===== config.mk =====
export PLATFORM = sky130hd
export DESIGN_NAME = tilt_filter_pid_balancer_unit
export DESIGN_NICKNAME = d
export VERILOG_FILES = /design/src/hw/rtl/tfpb_pkg.sv /design/src/hw/rtl/tfpb_mac.sv /design/src/hw/rtl/tfpb_seq.sv /design/src/hw/rtl/tilt_filter_pid_balancer_unit.sv
export SDC_FILE = /design/constraint.sdc
export NUM_CORES = 2
export LEC_CHECK = 0
export BUFFER_PORTS_ARGS = -buffer_cell sky130_fd_sc_hd__buf_4
export CORE_ASPECT_RATIO = 0.8
export CORE_UTILIZATION = 65
export CTS_CLUSTER_DIAMETER = 50
export DETAILED_ROUTE_END_ITERATION = 8
export PLACE_DENSITY_LB_ADDON = 0.25
export SYNTH_ARGS = -nofsm -noshare
export SYNTH_HDL_FRONTEND = slang
export SYNTH_SLANG_ARGS = --single-unit
export TNS_END_PERCENT = 1

===== constraint.sdc =====
create_clock -name clk_i -period 11.3 [get_ports clk_i]
set_input_delay 0.565 -clock clk_i [delete_from_list [all_inputs] [get_ports clk_i]]
set_output_delay 0.565 -clock clk_i [all_outputs]
set_load 0.05 [all_outputs]

===== src/hw/rtl/tfpb_pkg.sv =====
// shared constants, types and saturation helpers for the tilt filter pid balancer
`timescale 1ns / 1ps

package tfpb_pkg;

  // fixed point layout
  localparam int FRAC_BITS   = 24;
  localparam int DUTY_W      = 16;
  localparam int DUTY_SHIFT  = FRAC_BITS - DUTY_W;
  localparam int SMOOTH_FRAC = 16;
  localparam int GAIN_FRAC   = 8;

  // port and register widths
  localparam int CFG_W       = 16;
  localparam int CFG_IDX_W   = 3;
  localparam int RAW_W       = 16;
  localparam int IN_TDATA_W  = 2 * RAW_W;
  localparam int OUT_TDATA_W = 24;

  // datapath widths
  localparam int NEG_W  = RAW_W + 1;
  localparam int X_W    = 32;
  localparam int ST_W   = 40;
  localparam int INT_W  = 48;
  localparam int OPA_W  = ST_W + 1;
  localparam int LO_W   = 24;
  localparam int MA_W   = LO_W + 1;
  localparam int MB_W   = CFG_W + 1;
  localparam int PROD_W = MA_W + MB_W;
  localparam int ACC_W  = 60;
  localparam int PID_W  = 51;
  localparam int MAG_W  = PID_W - 1;

  // register indexes
  localparam logic [CFG_IDX_W-1:0] CFG_PROP_GAIN   = 3'd0;
  localparam logic [CFG_IDX_W-1:0] CFG_INTEG_GAIN  = 3'd1;
  localparam logic [CFG_IDX_W-1:0] CFG_DERIV_GAIN  = 3'd2;
  localparam logic [CFG_IDX_W-1:0] CFG_SMOOTH      = 3'd3;
  localparam logic [CFG_IDX_W-1:0] CFG_DUTY_LIMIT  = 3'd4;
  localparam logic [CFG_IDX_W-1:0] CFG_ACCEL_SCALE = 3'd5;
  localparam logic [CFG_IDX_W-1:0] CFG_GYRO_SCALE  = 3'd6;

  // register reset values
  localparam logic [CFG_W-1:0] RST_PROP_GAIN   = 16'd7680;
  localparam logic [CFG_W-1:0] RST_INTEG_GAIN  = 16'd26;
  localparam logic [CFG_W-1:0] RST_DERIV_GAIN  = 16'd17920;
  localparam logic [CFG_W-1:0] RST_SMOOTH      = 16'd62259;
  localparam logic [CFG_W-1:0] RST_DUTY_LIMIT  = 16'd49152;
  localparam logic [CFG_W-1:0] RST_ACCEL_SCALE = 16'd1024;
  localparam logic [CFG_W-1:0] RST_GYRO_SCALE  = 16'd36;

  // rounding offsets and saturation bounds
  localparam logic signed [ACC_W-1:0] RND_SMOOTH = ACC_W'(1) << (SMOOTH_FRAC - 1);
  localparam logic signed [ACC_W-1:0] RND_GAIN   = ACC_W'(1) << (GAIN_FRAC - 1);
  localparam logic signed [ACC_W-1:0] ST_MAX     = (ACC_W'(1) << (ST_W - 1)) - ACC_W'(1);
  localparam logic signed [ACC_W-1:0] ST_MIN     = ~ST_MAX;
  localparam logic signed [ACC_W-1:0] INT_MAX    = (ACC_W'(1) << (INT_W - 1)) - ACC_W'(1);
  localparam logic signed [ACC_W-1:0] INT_MIN    = ~INT_MAX;

  typedef enum logic [4:0] {
    ST_IDLE,
    ST_X,
    ST_S,
    ST_XC,
    ST_SC,
    ST_LP1,
    ST_HP0,
    ST_HP1,
    ST_HPW,
    ST_HPC,
    ST_ANG,
    ST_I0,
    ST_I1,
    ST_P0,
    ST_P1,
    ST_P2,
    ST_P3,
    ST_PW,
    ST_PC,
    ST_MAG,
    ST_OUT
  } state_e;

  typedef enum logic [2:0] {
    OPA_NX,
    OPA_NG,
    OPA_D,
    OPA_E,
    OPA_ANG,
    OPA_DLT
  } a_src_e;

  typedef enum logic [1:0] {
    PART_LO,
    PART_HI,
    PART_FULL
  } part_e;

  typedef enum logic [2:0] {
    OPB_ACCEL,
    OPB_GYRO,
    OPB_SMOOTH,
    OPB_INTEG,
    OPB_PROP,
    OPB_DERIV
  } b_src_e;

  typedef enum logic [2:0] {
    ACC_ADD,
    ACC_ZERO,
    ACC_LP,
    ACC_RND_S,
    ACC_RND_G
  } acc_op_e;

  typedef struct packed {
    logic    vld;
    part_e   part;
    logic    load;
  } mac_req_t;

  typedef struct packed {
    logic    idle;
    logic    issue;
    a_src_e  a_src;
    part_e   part;
    b_src_e  b_src;
    acc_op_e acc_op;
    logic    cap_x;
    logic    cap_s;
    logic    cap_lp;
    logic    cap_hp;
    logic    cap_ang;
    logic    cap_int;
    logic    cap_prev;
    logic    cap_pid;
    logic    cap_mag;
    logic    load_out;
  } ctrl_t;

  function automatic logic signed [ST_W-1:0] sat_st(input logic signed [ACC_W-1:0] v);
    logic signed [ACC_W-1:0] r;
    r = v;
    if (v > ST_MAX) begin
      r = ST_MAX;
    end else if (v < ST_MIN) begin
      r = ST_MIN;
    end
    return r[ST_W-1:0];
  endfunction

  function automatic logic signed [INT_W-1:0] sat_int(input logic signed [ACC_W-1:0] v);
    logic signed [ACC_W-1:0] r;
    r = v;
    if (v > INT_MAX) begin
      r = INT_MAX;
    end else if (v < INT_MIN) begin
      r = INT_MIN;
    end
    return r[INT_W-1:0];
  endfunction

endpackage


===== src/hw/rtl/tfpb_mac.sv =====
// shared multiply-accumulate unit: registered 25x17 product, then accumulate with shift
`timescale 1ns / 1ps

module tfpb_mac import tfpb_pkg::*; (
  input  logic                    clk_i,
  input  logic                    rst_ni,
  input  mac_req_t                req_i,
  input  logic signed [OPA_W-1:0] opa_i,
  input  logic        [CFG_W-1:0] opb_i,
  input  logic signed [ACC_W-1:0] init_i,
  output logic signed [ACC_W-1:0] acc_o
);

  logic signed [MA_W-1:0]   mul_a;
  logic signed [MB_W-1:0]   mul_b;
  logic signed [PROD_W-1:0] prod_d, prod_q;
  logic                     vld_q;
  logic                     hi_q;
  logic                     load_q;
  logic signed [ACC_W-1:0]  init_q;
  logic signed [ACC_W-1:0]  shifted;
  logic signed [ACC_W-1:0]  base;
  logic signed [ACC_W-1:0]  acc_d, acc_q;

  // wide operand is split into an unsigned low slice and a signed high slice
  always_comb begin
    case (req_i.part)
      PART_LO:   mul_a = $signed({1'b0, opa_i[LO_W-1:0]});
      PART_HI:   mul_a = MA_W'($signed(opa_i[OPA_W-1:LO_W]));
      default:   mul_a = $signed(opa_i[MA_W-1:0]);
    endcase
  end

  assign mul_b  = $signed({1'b0, opb_i});
  assign prod_d = mul_a * mul_b;

  always_ff @(posedge clk_i or negedge rst_ni) begin
    if (!rst_ni) begin
      vld_q <= 1'b0;
    end else begin
      vld_q <= req_i.vld;
    end
  end

  always_ff @(posedge clk_i) begin
    prod_q <= prod_d;
    hi_q   <= (req_i.part == PART_HI);
    load_q <= req_i.load;
    init_q <= init_i;
    acc_q  <= acc_d;
  end

  always_comb begin
    shifted = hi_q ? (ACC_W'(prod_q) <<< LO_W) : ACC_W'(prod_q);
    base    = load_q ? init_q : acc_q;
    acc_d   = vld_q ? (base + shifted) : acc_q;
  end

  assign acc_o = acc_q;

endmodule


===== src/hw/rtl/tfpb_seq.sv =====
// sequencer: steps the shared multiplier through one sample's products
`timescale 1ns / 1ps

module tfpb_seq import tfpb_pkg::*; (
  input  logic  clk_i,
  input  logic  rst_ni,
  input  logic  in_fire_i,
  input  logic  out_free_i,
  output ctrl_t ctrl_o
);

  state_e state_d, state_q;

  always_ff @(posedge clk_i or negedge rst_ni) begin
    if (!rst_ni) begin
      state_q <= ST_IDLE;
    end else begin
      state_q <= state_d;
    end
  end

  always_comb begin
    state_d = state_q;
    unique case (state_q)
      ST_IDLE: if (in_fire_i) state_d = ST_X;
      ST_X:    state_d = ST_S;
      ST_S:    state_d = ST_XC;
      ST_XC:   state_d = ST_SC;
      ST_SC:   state_d = ST_LP1;
      ST_LP1:  state_d = ST_HP0;
      ST_HP0:  state_d = ST_HP1;
      ST_HP1:  state_d = ST_HPW;
      ST_HPW:  state_d = ST_HPC;
      ST_HPC:  state_d = ST_ANG;
      ST_ANG:  state_d = ST_I0;
      ST_I0:   state_d = ST_I1;
      ST_I1:   state_d = ST_P0;
      ST_P0:   state_d = ST_P1;
      ST_P1:   state_d = ST_P2;
      ST_P2:   state_d = ST_P3;
      ST_P3:   state_d = ST_PW;
      ST_PW:   state_d = ST_PC;
      ST_PC:   state_d = ST_MAG;
      ST_MAG:  state_d = ST_OUT;
      ST_OUT:  if (out_free_i) state_d = ST_IDLE;
      default: state_d = ST_IDLE;
    endcase
  end

  // each issued product passes through the product register, then into the accumulator register
  always_comb begin
    ctrl_o        = '0;
    ctrl_o.a_src  = OPA_NX;
    ctrl_o.part   = PART_LO;
    ctrl_o.b_src  = OPB_ACCEL;
    ctrl_o.acc_op = ACC_ADD;
    unique case (state_q)
      ST_IDLE: begin
        ctrl_o.idle = 1'b1;
      end
      ST_X: begin
        ctrl_o.issue  = 1'b1;
        ctrl_o.a_src  = OPA_NX;
        ctrl_o.part   = PART_FULL;
        ctrl_o.b_src  = OPB_ACCEL;
        ctrl_o.acc_op = ACC_ZERO;
      end
      ST_S: begin
        ctrl_o.issue  = 1'b1;
        ctrl_o.a_src  = OPA_NG;
        ctrl_o.part   = PART_FULL;
        ctrl_o.b_src  = OPB_GYRO;
        ctrl_o.acc_op = ACC_ZERO;
      end
      ST_XC: begin
        ctrl_o.cap_x = 1'b1;
      end
      ST_SC: begin
        ctrl_o.cap_s  = 1'b1;
        ctrl_o.issue  = 1'b1;
        ctrl_o.a_src  = OPA_D;
        ctrl_o.part   = PART_LO;
        ctrl_o.b_src  = OPB_SMOOTH;
        ctrl_o.acc_op = ACC_LP;
      end
      ST_LP1: begin
        ctrl_o.issue  = 1'b1;
        ctrl_o.a_src  = OPA_D;
        ctrl_o.part   = PART_HI;
        ctrl_o.b_src  = OPB_SMOOTH;
      end
      ST_HP0: begin
        ctrl_o.issue  = 1'b1;
        ctrl_o.a_src  = OPA_E;
        ctrl_o.part   = PART_LO;
        ctrl_o.b_src  = OPB_SMOOTH;
        ctrl_o.acc_op = ACC_RND_S;
      end
      ST_HP1: begin
        ctrl_o.cap_lp = 1'b1;
        ctrl_o.issue  = 1'b1;
        ctrl_o.a_src  = OPA_E;
        ctrl_o.part   = PART_HI;
        ctrl_o.b_src  = OPB_SMOOTH;
      end
      ST_HPW: begin
        ctrl_o.issue = 1'b0;
      end
      ST_HPC: begin
        ctrl_o.cap_hp = 1'b1;
      end
      ST_ANG: begin
        ctrl_o.cap_ang = 1'b1;
      end
      ST_I0: begin
        ctrl_o.issue  = 1'b1;
        ctrl_o.a_src  = OPA_ANG;
        ctrl_o.part   = PART_LO;
        ctrl_o.b_src  = OPB_INTEG;
        ctrl_o.acc_op = ACC_RND_G;
      end
      ST_I1: begin
        ctrl_o.issue  = 1'b1;
        ctrl_o.a_src  = OPA_ANG;
        ctrl_o.part   = PART_HI;
        ctrl_o.b_src  = OPB_INTEG;
      end
      ST_P0: begin
        ctrl_o.issue  = 1'b1;
        ctrl_o.a_src  = OPA_ANG;
        ctrl_o.part   = PART_LO;
        ctrl_o.b_src  = OPB_PROP;
        ctrl_o.acc_op = ACC_RND_G;
      end
      ST_P1: begin
        ctrl_o.cap_int = 1'b1;
        ctrl_o.issue   = 1'b1;
        ctrl_o.a_src   = OPA_ANG;
        ctrl_o.part    = PART_HI;
        ctrl_o.b_src   = OPB_PROP;
      end
      ST_P2: begin
        ctrl_o.issue  = 1'b1;
        ctrl_o.a_src  = OPA_DLT;
        ctrl_o.part   = PART_LO;
        ctrl_o.b_src  = OPB_DERIV;
      end
      ST_P3: begin
        ctrl_o.cap_prev = 1'b1;
        ctrl_o.issue    = 1'b1;
        ctrl_o.a_src    = OPA_DLT;
        ctrl_o.part     = PART_HI;
        ctrl_o.b_src    = OPB_DERIV;
      end
      ST_PW: begin
        ctrl_o.issue = 1'b0;
      end
      ST_PC: begin
        ctrl_o.cap_pid = 1'b1;
      end
      ST_MAG: begin
        ctrl_o.cap_mag = 1'b1;
      end
      ST_OUT: begin
        ctrl_o.load_out = out_free_i;
      end
      default: begin
        ctrl_o.idle = 1'b0;
      end
    endcase
  end

endmodule


===== src/hw/rtl/tilt_filter_pid_balancer_unit.sv =====
// tilt estimator (complementary filter) with pid drive output, top level
// one sample is processed at a time: a new one is taken only when the sequencer is idle
// per sample, twelve passes go in turn through the one
//   shared 25x17 multiplier and its accumulator (five of the seven products split in halves)
// the next sample is taken while an earlier result still waits on the output
// reset: filter states, integral and previous angle clear, registers take their defaults
`timescale 1ns / 1ps

module tilt_filter_pid_balancer_unit import tfpb_pkg::*; (
  input  logic                   clk_i,
  input  logic                   rst_ni,
  // input samples
  input  logic                   s_axis_tvalid,
  output logic                   s_axis_tready,
  input  logic [IN_TDATA_W-1:0]  s_axis_tdata,  // [15:0] accel_x, [31:16] gyro_y
  // results
  output logic                   m_axis_tvalid,
  input  logic                   m_axis_tready,
  output logic [OUT_TDATA_W-1:0] m_axis_tdata,  // [15:0] duty, [16] forward, rest zero
  // register writes
  input  logic                   cfg_we_i,
  input  logic [CFG_IDX_W-1:0]   cfg_addr_i,
  input  logic [CFG_W-1:0]       cfg_wdata_i
);

  ctrl_t    ctrl;
  mac_req_t mac_req;
  logic     in_fire;
  logic     out_free;

  logic [CFG_W-1:0] prop_gain_q, integ_gain_q, deriv_gain_q, smooth_q;
  logic [CFG_W-1:0] duty_limit_q, accel_scale_q, gyro_scale_q;

  logic signed [NEG_W-1:0] nx_d, nx_q, ng_d, ng_q;
  logic signed [X_W-1:0]   x_q, s_q;
  logic signed [ST_W-1:0]  lp_q, hp_q, angle_q, prev_q;
  logic signed [INT_W-1:0] integ_q;
  logic signed [PID_W-1:0] pid_d, pid_q;
  logic signed [PID_W-1:0] pid_neg;
  logic        [MAG_W-1:0] mag_d, mag_q;

  logic signed [OPA_W-1:0] opa;
  logic        [CFG_W-1:0] opb;
  logic signed [ACC_W-1:0] init;
  logic signed [ACC_W-1:0] acc;

  logic [DUTY_W-1:0] duty_d, duty_q;
  logic              fwd_q;
  logic              out_valid_q;

  assign in_fire  = s_axis_tvalid && s_axis_tready;
  assign out_free = !out_valid_q || m_axis_tready;

  tfpb_seq u_seq (
    .clk_i      (clk_i),
    .rst_ni     (rst_ni),
    .in_fire_i  (in_fire),
    .out_free_i (out_free),
    .ctrl_o     (ctrl)
  );

  // register file
  always_ff @(posedge clk_i or negedge rst_ni) begin
    if (!rst_ni) begin
      prop_gain_q   <= RST_PROP_GAIN;
      integ_gain_q  <= RST_INTEG_GAIN;
      deriv_gain_q  <= RST_DERIV_GAIN;
      smooth_q      <= RST_SMOOTH;
      duty_limit_q  <= RST_DUTY_LIMIT;
      accel_scale_q <= RST_ACCEL_SCALE;
      gyro_scale_q  <= RST_GYRO_SCALE;
    end else if (cfg_we_i) begin
      unique case (cfg_addr_i)
        CFG_PROP_GAIN:   prop_gain_q   <= cfg_wdata_i;
        CFG_INTEG_GAIN:  integ_gain_q  <= cfg_wdata_i;
        CFG_DERIV_GAIN:  deriv_gain_q  <= cfg_wdata_i;
        CFG_SMOOTH:      smooth_q      <= cfg_wdata_i;
        CFG_DUTY_LIMIT:  duty_limit_q  <= cfg_wdata_i;
        CFG_ACCEL_SCALE: accel_scale_q <= cfg_wdata_i;
        CFG_GYRO_SCALE:  gyro_scale_q  <= cfg_wdata_i;
        default: ;
      endcase
    end
  end

  // negated raw readings, 17 bits so that the most negative reading flips cleanly
  assign nx_d = -NEG_W'($signed(s_axis_tdata[RAW_W-1:0]));
  assign ng_d = -NEG_W'($signed(s_axis_tdata[IN_TDATA_W-1:RAW_W]));

  // operand selection for the shared unit
  always_comb begin
    case (ctrl.a_src)
      OPA_NX:  opa = OPA_W'(nx_q);
      OPA_NG:  opa = OPA_W'(ng_q);
      // low-pass rewritten as x*2^16 + (lp - x)*a
      OPA_D:   opa = OPA_W'(lp_q) - OPA_W'(x_q);
      OPA_E:   opa = OPA_W'(hp_q) + OPA_W'(s_q);
      OPA_ANG: opa = OPA_W'(angle_q);
      OPA_DLT: opa = OPA_W'(angle_q) - OPA_W'(prev_q);
      default: opa = OPA_W'(angle_q);
    endcase
  end

  always_comb begin
    case (ctrl.b_src)
      OPB_ACCEL:  opb = accel_scale_q;
      OPB_GYRO:   opb = gyro_scale_q;
      OPB_SMOOTH: opb = smooth_q;
      OPB_INTEG:  opb = integ_gain_q;
      OPB_PROP:   opb = prop_gain_q;
      OPB_DERIV:  opb = deriv_gain_q;
      default:    opb = smooth_q;
    endcase
  end

  always_comb begin
    case (ctrl.acc_op)
      ACC_LP:    init = (ACC_W'(x_q) <<< SMOOTH_FRAC) + RND_SMOOTH;
      ACC_RND_S: init = RND_SMOOTH;
      ACC_RND_G: init = RND_GAIN;
      default:   init = '0;
    endcase
  end

  assign mac_req.vld  = ctrl.issue;
  assign mac_req.part = ctrl.part;
  assign mac_req.load = (ctrl.acc_op != ACC_ADD);

  tfpb_mac u_mac (
    .clk_i  (clk_i),
    .rst_ni (rst_ni),
    .req_i  (mac_req),
    .opa_i  (opa),
    .opb_i  (opb),
    .init_i (init),
    .acc_o  (acc)
  );

  // kept state across samples
  always_ff @(posedge clk_i or negedge rst_ni) begin
    if (!rst_ni) begin
      lp_q    <= '0;
      hp_q    <= '0;
      integ_q <= '0;
      prev_q  <= '0;
    end else begin
      if (ctrl.cap_lp) lp_q <= sat_st(acc >>> SMOOTH_FRAC);
      if (ctrl.cap_hp) hp_q <= sat_st(acc >>> SMOOTH_FRAC);
      if (ctrl.cap_int) integ_q <= sat_int(ACC_W'(integ_q) + (acc >>> GAIN_FRAC));
      if (ctrl.cap_prev) prev_q <= angle_q;
    end
  end

  assign pid_d   = PID_W'((acc >>> GAIN_FRAC) + ACC_W'(integ_q));
  assign pid_neg = -pid_q;
  assign mag_d   = pid_q[PID_W-1] ? pid_neg[MAG_W-1:0] : pid_q[MAG_W-1:0];

  always_comb begin
    if ((|mag_q[MAG_W-1:DUTY_SHIFT+DUTY_W])
        || (mag_q[DUTY_SHIFT+DUTY_W-1:DUTY_SHIFT] > duty_limit_q)) begin
      duty_d = duty_limit_q;
    end else begin
      duty_d = mag_q[DUTY_SHIFT+DUTY_W-1:DUTY_SHIFT];
    end
  end

  // per-sample working registers
  always_ff @(posedge clk_i) begin
    if (in_fire) begin
      nx_q <= nx_d;
      ng_q <= ng_d;
    end
    if (ctrl.cap_x) x_q <= acc[X_W-1:0];
    if (ctrl.cap_s) s_q <= acc[X_W-1:0];
    if (ctrl.cap_ang) angle_q <= sat_st(ACC_W'(lp_q) + ACC_W'(hp_q));
    if (ctrl.cap_pid) pid_q <= pid_d;
    if (ctrl.cap_mag) mag_q <= mag_d;
    if (ctrl.load_out) begin
      duty_q <= duty_d;
      fwd_q  <= !angle_q[ST_W-1] && (angle_q != '0);
    end
  end

  // output register
  always_ff @(posedge clk_i or negedge rst_ni) begin
    if (!rst_ni) begin
      out_valid_q <= 1'b0;
    end else if (ctrl.load_out) begin
      out_valid_q <= 1'b1;
    end else if (m_axis_tready) begin
      out_valid_q <= 1'b0;
    end
  end

  assign s_axis_tready = ctrl.idle;
  assign m_axis_tvalid = out_valid_q;
  assign m_axis_tdata  = {(OUT_TDATA_W - DUTY_W - 1)'(0), fwd_q, duty_q};

endmodule


# Word level (Yosys, flattened, before mapping)
# Cells that the tools add are included.
# totals
ram_bits	0
register_bits	707
romBits	0
latchBits	0
mem_count	0
output_inout_bits	26
# op_classes
n_reduce_logical	26
multipliers	1
n_eq_ne	40
addsub	10
div	0
mux	32
shifts	0
magnitude_cmp	7
bitwise	0
# ops
cell	count
case mux 41 bit (5 select lines)	1
case mux 60 bit (3 select lines)	1
2-to-1 mux 40 bit	3
2-to-1 mux 60 bit	2
case mux 5 bit (21 select lines)	1
2-to-1 mux 48 bit	2
case mux 8 bit (12 select lines)	1
case mux 16 bit (5 select lines)	1
adder 60 bit	1
adder 52 x 48 -> 53 bit	1
greater-than comparator 53 x 48 -> 1 bit, second input constant	1
less-than comparator 53 x 48 -> 1 bit, second input constant	1
2-to-1 mux 50 bit	1
negation 50 bit	1
case mux 25 bit (2 select lines)	1
adder 48 x 17 -> 49 bit, second input constant	1
greater-than comparator 44 x 40 -> 1 bit, second input constant	1
less-than comparator 44 x 40 -> 1 bit, second input constant	1
multiplier 25 x 17 -> 42 bit	1
adder 40 x 32 -> 41 bit	1
adder 40 x 40 -> 41 bit	1
greater-than comparator 41 x 40 -> 1 bit, second input constant	1
less-than comparator 41 x 40 -> 1 bit, second input constant	1
subtractor 40 x 32 -> 41 bit	1
31 further kinds	88

# Depth between registers and ports, before layout
# depth
word_depth	6
depth_mapped	42
depth_no_buf	39

# By module
# From an unflattened synthesis, not the netlist that was laid out.
# hier_totals
hier_cells	6101
area_unflattened_um2	58267.1
# modules_own_cells
mod	instances	cells_per_inst	area_per_inst_um2
tilt_filter_pid_balancer_unit	1	3460	34285.4
tfpb_mac	1	2558	23389.9
tfpb_seq	1	83	591.8

# Worst setup path after synthesis
# OpenSTA, ideal clock, no wires.
# synth_timing
path_kind	reg2reg
startpoint	register hp_q[0]
endpoint	register u_mac.prod_q[39]
slack_ns	1.567
t_required_ns	11.173
arrival_ns	9.607
path_stages_with_launch	39
period_less_slack_ns	9.733
setup_time_ns	0.127
cell_sequence	dfrtp_1 > ha_1 > inv_1 > fa_1 > nor2b_1 > o21a_1 > o21ai_0 > a2111oi_1 > nor4b_1 > or4b_1 > a21oi_1 > o211ai_1 > nand2_1 > xor2_1 > a2111oi_0 > a211oi_1 > fa_1 > inv_1 > (+3 left out) > fa_1 > fa_1 > inv_1 > fa_1 > inv_1 > ha_1 > a21o_1 > a21oi_1 > o21bai_1 > a21o_1 > a21o_1 > a22oi_1 > o31ai_1 > o41ai_1 > o211ai_1 > a21oi_1 > o21ai_0 > xor2_1
# synth_between
elab_chain_len	4
# synth_rtl
item	line	rtl
start: declaration	tilt_filter_pid_balancer_unit.sv:36	logic signed [ST_W-1:0] lp_q, hp_q, angle_q, prev_q;
start signal: assignment	tilt_filter_pid_balancer_unit.sv:148	if (ctrl.cap_hp) hp_q <= sat_st(acc >>> SMOOTH_FRAC);
adder 40 x 32 -> 41 bit	tilt_filter_pid_balancer_unit.sv:97	OPA_E: opa = OPA_W'(hp_q) + OPA_W'(s_q);
case mux 41 bit (5 select lines)	tilt_filter_pid_balancer_unit.sv:92	case (ctrl.a_src)
case mux 25 bit (2 select lines)	tfpb_mac.sv:27	case (req_i.part)
multiplier 25 x 17 -> 42 bit	tfpb_mac.sv:35	assign prod_d = mul_a * mul_b;
net u_mac.prod_d[39]	tfpb_mac.sv:16	logic signed [PROD_W-1:0] prod_d, prod_q;
end signal: assignment	tfpb_mac.sv:46	prod_q <= prod_d;
end: declaration	tfpb_mac.sv:16	
# The timed path passes the listed nets, and every way through them passes these cells.
# A chain may end at the register's enable or synchronous reset.

# Final worst setup path
# layout_timing
startpoint	register u_seq.state_q[1]
endpoint	register u_mac.prod_q[27]
# layout_between
elab_chain_len	6
word_cells_on_any_way	29
cone_classes	mul (1); eq/ne (21); mux (4); reduce/logical (3)
# layout_rtl
item	line	rtl
start: declaration	tfpb_seq.sv:12	state_e state_d, state_q;
start signal: assignment	tfpb_seq.sv:18	state_q <= state_d;
== test 5 bit, or another cell as far along	tfpb_seq.sv:57	unique case (state_q)
case mux 8 bit (12 select lines) (*)	tfpb_seq.sv:57	
== test 3 bit, or another cell as far along	tilt_filter_pid_balancer_unit.sv:92	
case mux 41 bit (5 select lines)	tilt_filter_pid_balancer_unit.sv:92	
case mux 25 bit (2 select lines)	tfpb_mac.sv:27	
multiplier 25 x 17 -> 42 bit (*)	tfpb_mac.sv:35	
net u_mac.prod_d[27]	tfpb_mac.sv:16	
# The timed path passes the listed nets; every way through them passes the cells marked *.

==> results by stage <==
Outcome:
- The flow ran to the end, and the final reports show no timing, DRC or antenna violations.

Routing:
- The routed design has 191000 µm of wire.
- The number of iterations in the first detailed-routing pass is 6.
- The final route contains 47700 vias.
- Dividing the detail-routed wire length by the instance count gives 26.4 µm.
- In the routed layout, each cell is associated on average with a via count of 6.58.
- After the first detailed-routing iteration, the DRC count stood at 6180.
- For this run, design rule violations remaining after detail routing come to 0.
- Once detail routing completed, the nets flagged for antenna violations numbered 0.

Synthesis:
- The flip-flop and latch count after synthesis is 673.
- In the synthesized netlist the async set-or-reset flop fraction comes to 42.6%.
- The post-synthesis area per instance is 9.42 µm².
- The number of distinct standard cells referenced by the synthesized netlist is 91.
- The portion of netlist area occupied by mux cells is 3.48%.
- The mapped netlist covers 56800 µm².
- The Yosys step of the flow raised 0 warnings.
- The biggest area consumer among synthesized cells is sky130_fd_sc_hd__edfxtp_1.
- After synthesis, the largest family of logic cells by area is adder cells.
- After synthesis, the cell types taking the most area are sky130_fd_sc_hd__edfxtp_1 16%, sky130_fd_sc_hd__fa_1 14%, sky130_fd_sc_hd__dfrtp_1 12%.
- The adder-cell share of the synthesized area is 22.7%.
- After Yosys synthesis, XOR and XNOR cells account for 5.17% of the synthesized area.
- The area fraction in compound gates after synthesis is 16.8%.
- The number of synthesized flops with an enable pin is 308.
- The sequential cell area fraction in the yosys report is 31.7%.
- In the synthesized netlist, the number of instances is 6030.
- In this run the biggest area consumer among cell types represents 16.3% of the synthesized area.
- The most used flip-flop cell after synthesis is sky130_fd_sc_hd__edfxtp_1.
- Of the total synthesized cell area, the portion taken by AND, OR, NAND and NOR gates is 13.8%.

Global route:
- The met1 track demand over resource is 62.6%.
- The global-route met2 utilization is 59.0%.
- The initial antenna violation count is 5.
- The global-route track usage on met3 is 14.7%.
- The via count of the first global-routing pass was 45300.
- The global-route wire length before repair is 286000 µm.
- Entering global routing, the biggest net connects 96 pins.
- The overall track demand over capacity in global routing is 43.2%.
- For this run the aggregate overflow at the end of global routing stands at 0.
- After global routing, the most crowded layer is met1.

Timing:
- The total negative setup slack is 0 ns.
- The final period utilization is 94.9%.
- The number of pins with negative max-slew slack in the final report was 0.
- The worst path meets setup with 0.572 ns of slack.
- The number of hold violations in the final report is 0.
- Setup repair after global routing left no endpoint under its margin.
- The highest achievable clock rate is 0.0932 GHz.
- Setup violations remaining at the end of the flow were counted as 0.
- Measured against its own limit, the worst slew margin works out to 2.45%.
- The worst clock skew is 0.0441 ns.
- The slew of the pin with the lowest slew margin is 1.45 ns.
- The routed design could run at a clock period as short as 10.73 ns.

Setup path:
- STA classifies the critical path endpoint as a flop.
- The worst register-to-register path ends at u_mac.prod_q[27]$_DFF_P_.
- The largest individual stage delay along the critical path comes from the cell sky130_fd_sc_hd__a31oi_1.
- The most frequent cell on the critical path is sky130_fd_sc_hd__fa_1.
- The setup check on the worst reg-to-reg path leaves a slack of 0.57 ns.
- The arrival time of the worst setup path is 11.24 ns.
- Grouping stages by cell kind, the critical path spends the most delay in adder cells.
- STA classifies the critical path startpoint as a flop.
- The critical path is of the reg2reg type.
- Counting both buffers and inverters, the worst setup path holds a total of 5.
- The maximum single-stage delay on the critical path is 0.65 ns.
- For the worst setup path, the data required time is 11.81 ns.
- For the worst flop-to-flop path, the logic depth is 34.
- The startpoint identified for the worst register-to-register timing path is u_seq.state_q[1]$_DFFE_PN0P_.
- Along the worst path, the maximum fanout reaches 36.

Clock network:
- The clock latency of the later-clocked register in the worst-skew pair is 0.66 ns.
- TritonCTS built the clock tree.
- The number of buffers added by the clock tree synthesis step is 80.
- The maximum level of the CTS H-tree is 3.
- The number of buffers between clock root and the deepest sink is 3.
- Counting every sink on the clock net gives 673.
- After clock tree synthesis, the clock-pin slew on the worst setup and hold paths is 0.06 ns.
- The tree is rooted in a sky130_fd_sc_hd__clkbuf_16.

Min path:
- The instance count along the most critical hold path is 1.
- The startpoint of the worst hold path is s_axis_tdata[0].
- The worst hold endpoint is nx_q[0]$_DFFE_PP_.
- The tightest min-delay check is of the in2reg type.

Placed design:
- In this run the tool buffered the top-level ports with 74 buffer cells.
- The weighted congestion at the end of routability-driven global placement is 1.04.
- The estimated wirelength of the detail-placed design is 148000 µm.
- The pre-CTS setup slack is 0.124 ns.

Run:
- Across the run, the number of max-cap violations was 0.

Floorplan:
- In this run the core area contains 96 standard-cell rows.
- The width of the chip is 333 µm.
- The initial utilization of the core area, before any placement, comes to 66.0%.
- The die covers 88600 µm².
- The area inside the core boundary is 86100 µm².
- From bottom edge to top edge, the die measures 266 µm.
- The number of top-level design ports is 82.

Finish:
- The number of inserted filler cells in the final layout is 6505.
- Compared with the post-synthesis result, the final layout area differs by 8.55%.
- The fraction of final layout cells sized beyond drive strength 1 is 10.5%.
- In the final design database the tool counted 6893 nets.
-- worst register-to-register path, delay by kind of cell (launching register included) --
family                     cells  cell delay (ns)
buffers and inverters          5             0.83
adders and majority gates      7             3.53
xor gates and xnor gates       1             0.24
AOI/OAI and AO/OA             14             3.28
DFF                            1             0.44
and+or+nand+nor                7             2.26
-- worst max-delay path by stage --
stage	start	to	cells past startpoint
6_report	u_seq.state_q[1]$_DFFE_PN0P_	u_mac.prod_q[27]$_DFF_P_	34
4_1_cts	hp_q[0]$_DFFE_PN0P_	u_mac.prod_q[39]$_DFF_P_	38
5_1_grt	hp_q[0]$_DFFE_PN0P_	u_mac.prod_q[40]$_DFF_P_	37
3_3_place_gp	hp_q[0]$_DFFE_PN0P_	u_mac.prod_q[39]$_DFF_P_	38
3_5_place_dp	hp_q[0]$_DFFE_PN0P_	u_mac.prod_q[39]$_DFF_P_	38
2_1_floorplan	hp_q[0]$_DFFE_PN0P_	u_mac.prod_q[39]$_DFF_P_	38
-- cell type report --
cell class	instances	area, µm²	share of cell area (%)
Multi-Input combinational cell	4415	35400	57.4
Sequential cell	673	18000	29.2
Inverter	683	2560	4.16
Clock inverter	48	586	0.950
Tap cell	1127	1410	2.29
Clock buffer	102	2160	3.51
Timing Repair Buffer	195	1490	2.41
Antenna cell	3	7.51	0.0122
-- timing repair --
item	CTS	global route
endpoints found under the setup margin	0	10
hold buffers	1	0
setup buffers	0	1
resized for setup	0	6
endpoints found under the hold margin	42	0
-- layout by cell type (no fill, tap or decap), drive strengths merged, types with 50 or more instances in the layout --
cell	synthesis	final
ha	392	392
inv	683	701
o21bai	50	50
clkbuf	234	102
edfxtp	308	308
dfrtp	262	262
mux2	166	166
fa	397	397
nor3	126	126
a21o	176	176
nand2b	62	62
dfxtp	78	78
nand3	142	142
o21a	52	52
nor2	269	269
a31oi	60	60
xnor2	238	238
and2	60	60
nand2	602	602
o21ai	445	445
nor2b	121	121
xor2	97	97
buf	31	194
a21oi	328	328
-- cells in the mapped netlist, drive strengths merged, types with 33 or more instances --
cell / instances
inv: 683
nor4: 34
o21ai: 445
o21a: 52
a221oi: 48
clkbuf: 234
or3: 43
xor2: 97
nand4: 40
o211ai: 33
mux2: 166
edfxtp: 308
dfxtp: 78
xnor2: 238
fa: 397
nand3: 142
nor3: 126
and2: 60
o221a: 49
nand2: 602
a21o: 176
a21oi: 328
and3: 44
a31oi: 60
dfrtp: 262
ha: 392
a211oi: 36
nand2b: 62
nor2: 269
nor2b: 121
o21bai: 50
-- per-stage QoR --
step	cell area, µm²	hold slack [ns]	cells	util (%)
2_1_floorplan	56800	0.269	6036	-
3_3_place_gp	58900	0.472	7091	68.3
3_5_place_dp	58900	0.487	7091	68.3
4_1_cts	61600	0.104	7242	71.5
5_1_grt	61700	0.111	7243	71.6
6_report	61700	0.126	7246	71.6
-- flip-flops by register name (all words and copies together) (netlist names), 5 cells and up --
name,flops
duty_q,16
accel_scale_q,16
u_seq.state_q,5
u_mac.prod_q,42
smooth_q,16
duty_limit_q,16
mag_q,42
lp_q,40
hp_q,40
integ_gain_q,16
deriv_gain_q,16
gyro_scale_q,16
u_mac.acc_o,60
ng_q,17
prop_gain_q,16
angle_q,40
x_q,32
pid_q,51
s_q,32
u_mac.init_q,34
nx_q,17
integ_q,48
prev_q,40
-- per-layer routing --
layer  wire length [µm]  vias up
met5                 33        -
met1              78300    23200
met2              76200     3018
met3              27500      398
met4               9140        4
li1                   -    21000
-- kinds of logic (layout without fill, tap and decap cells) --
| group | after synthesis | count (layout) |
|---|---|---|
| compound gates | 1476 | 1476 |
| mux | 177 | 177 |
| fa+ha+maj | 795 | 795 |
| buf+inv | 948 | 1028 |
| flops | 673 | 673 |
| other cells | 1 | 10 |
| simple gates | 1625 | 1625 |
| xor+xnor | 335 | 335 |
Power is not shown: default switching activity piles up to over one toggle a cycle in this logic, so the estimate is an artifact.
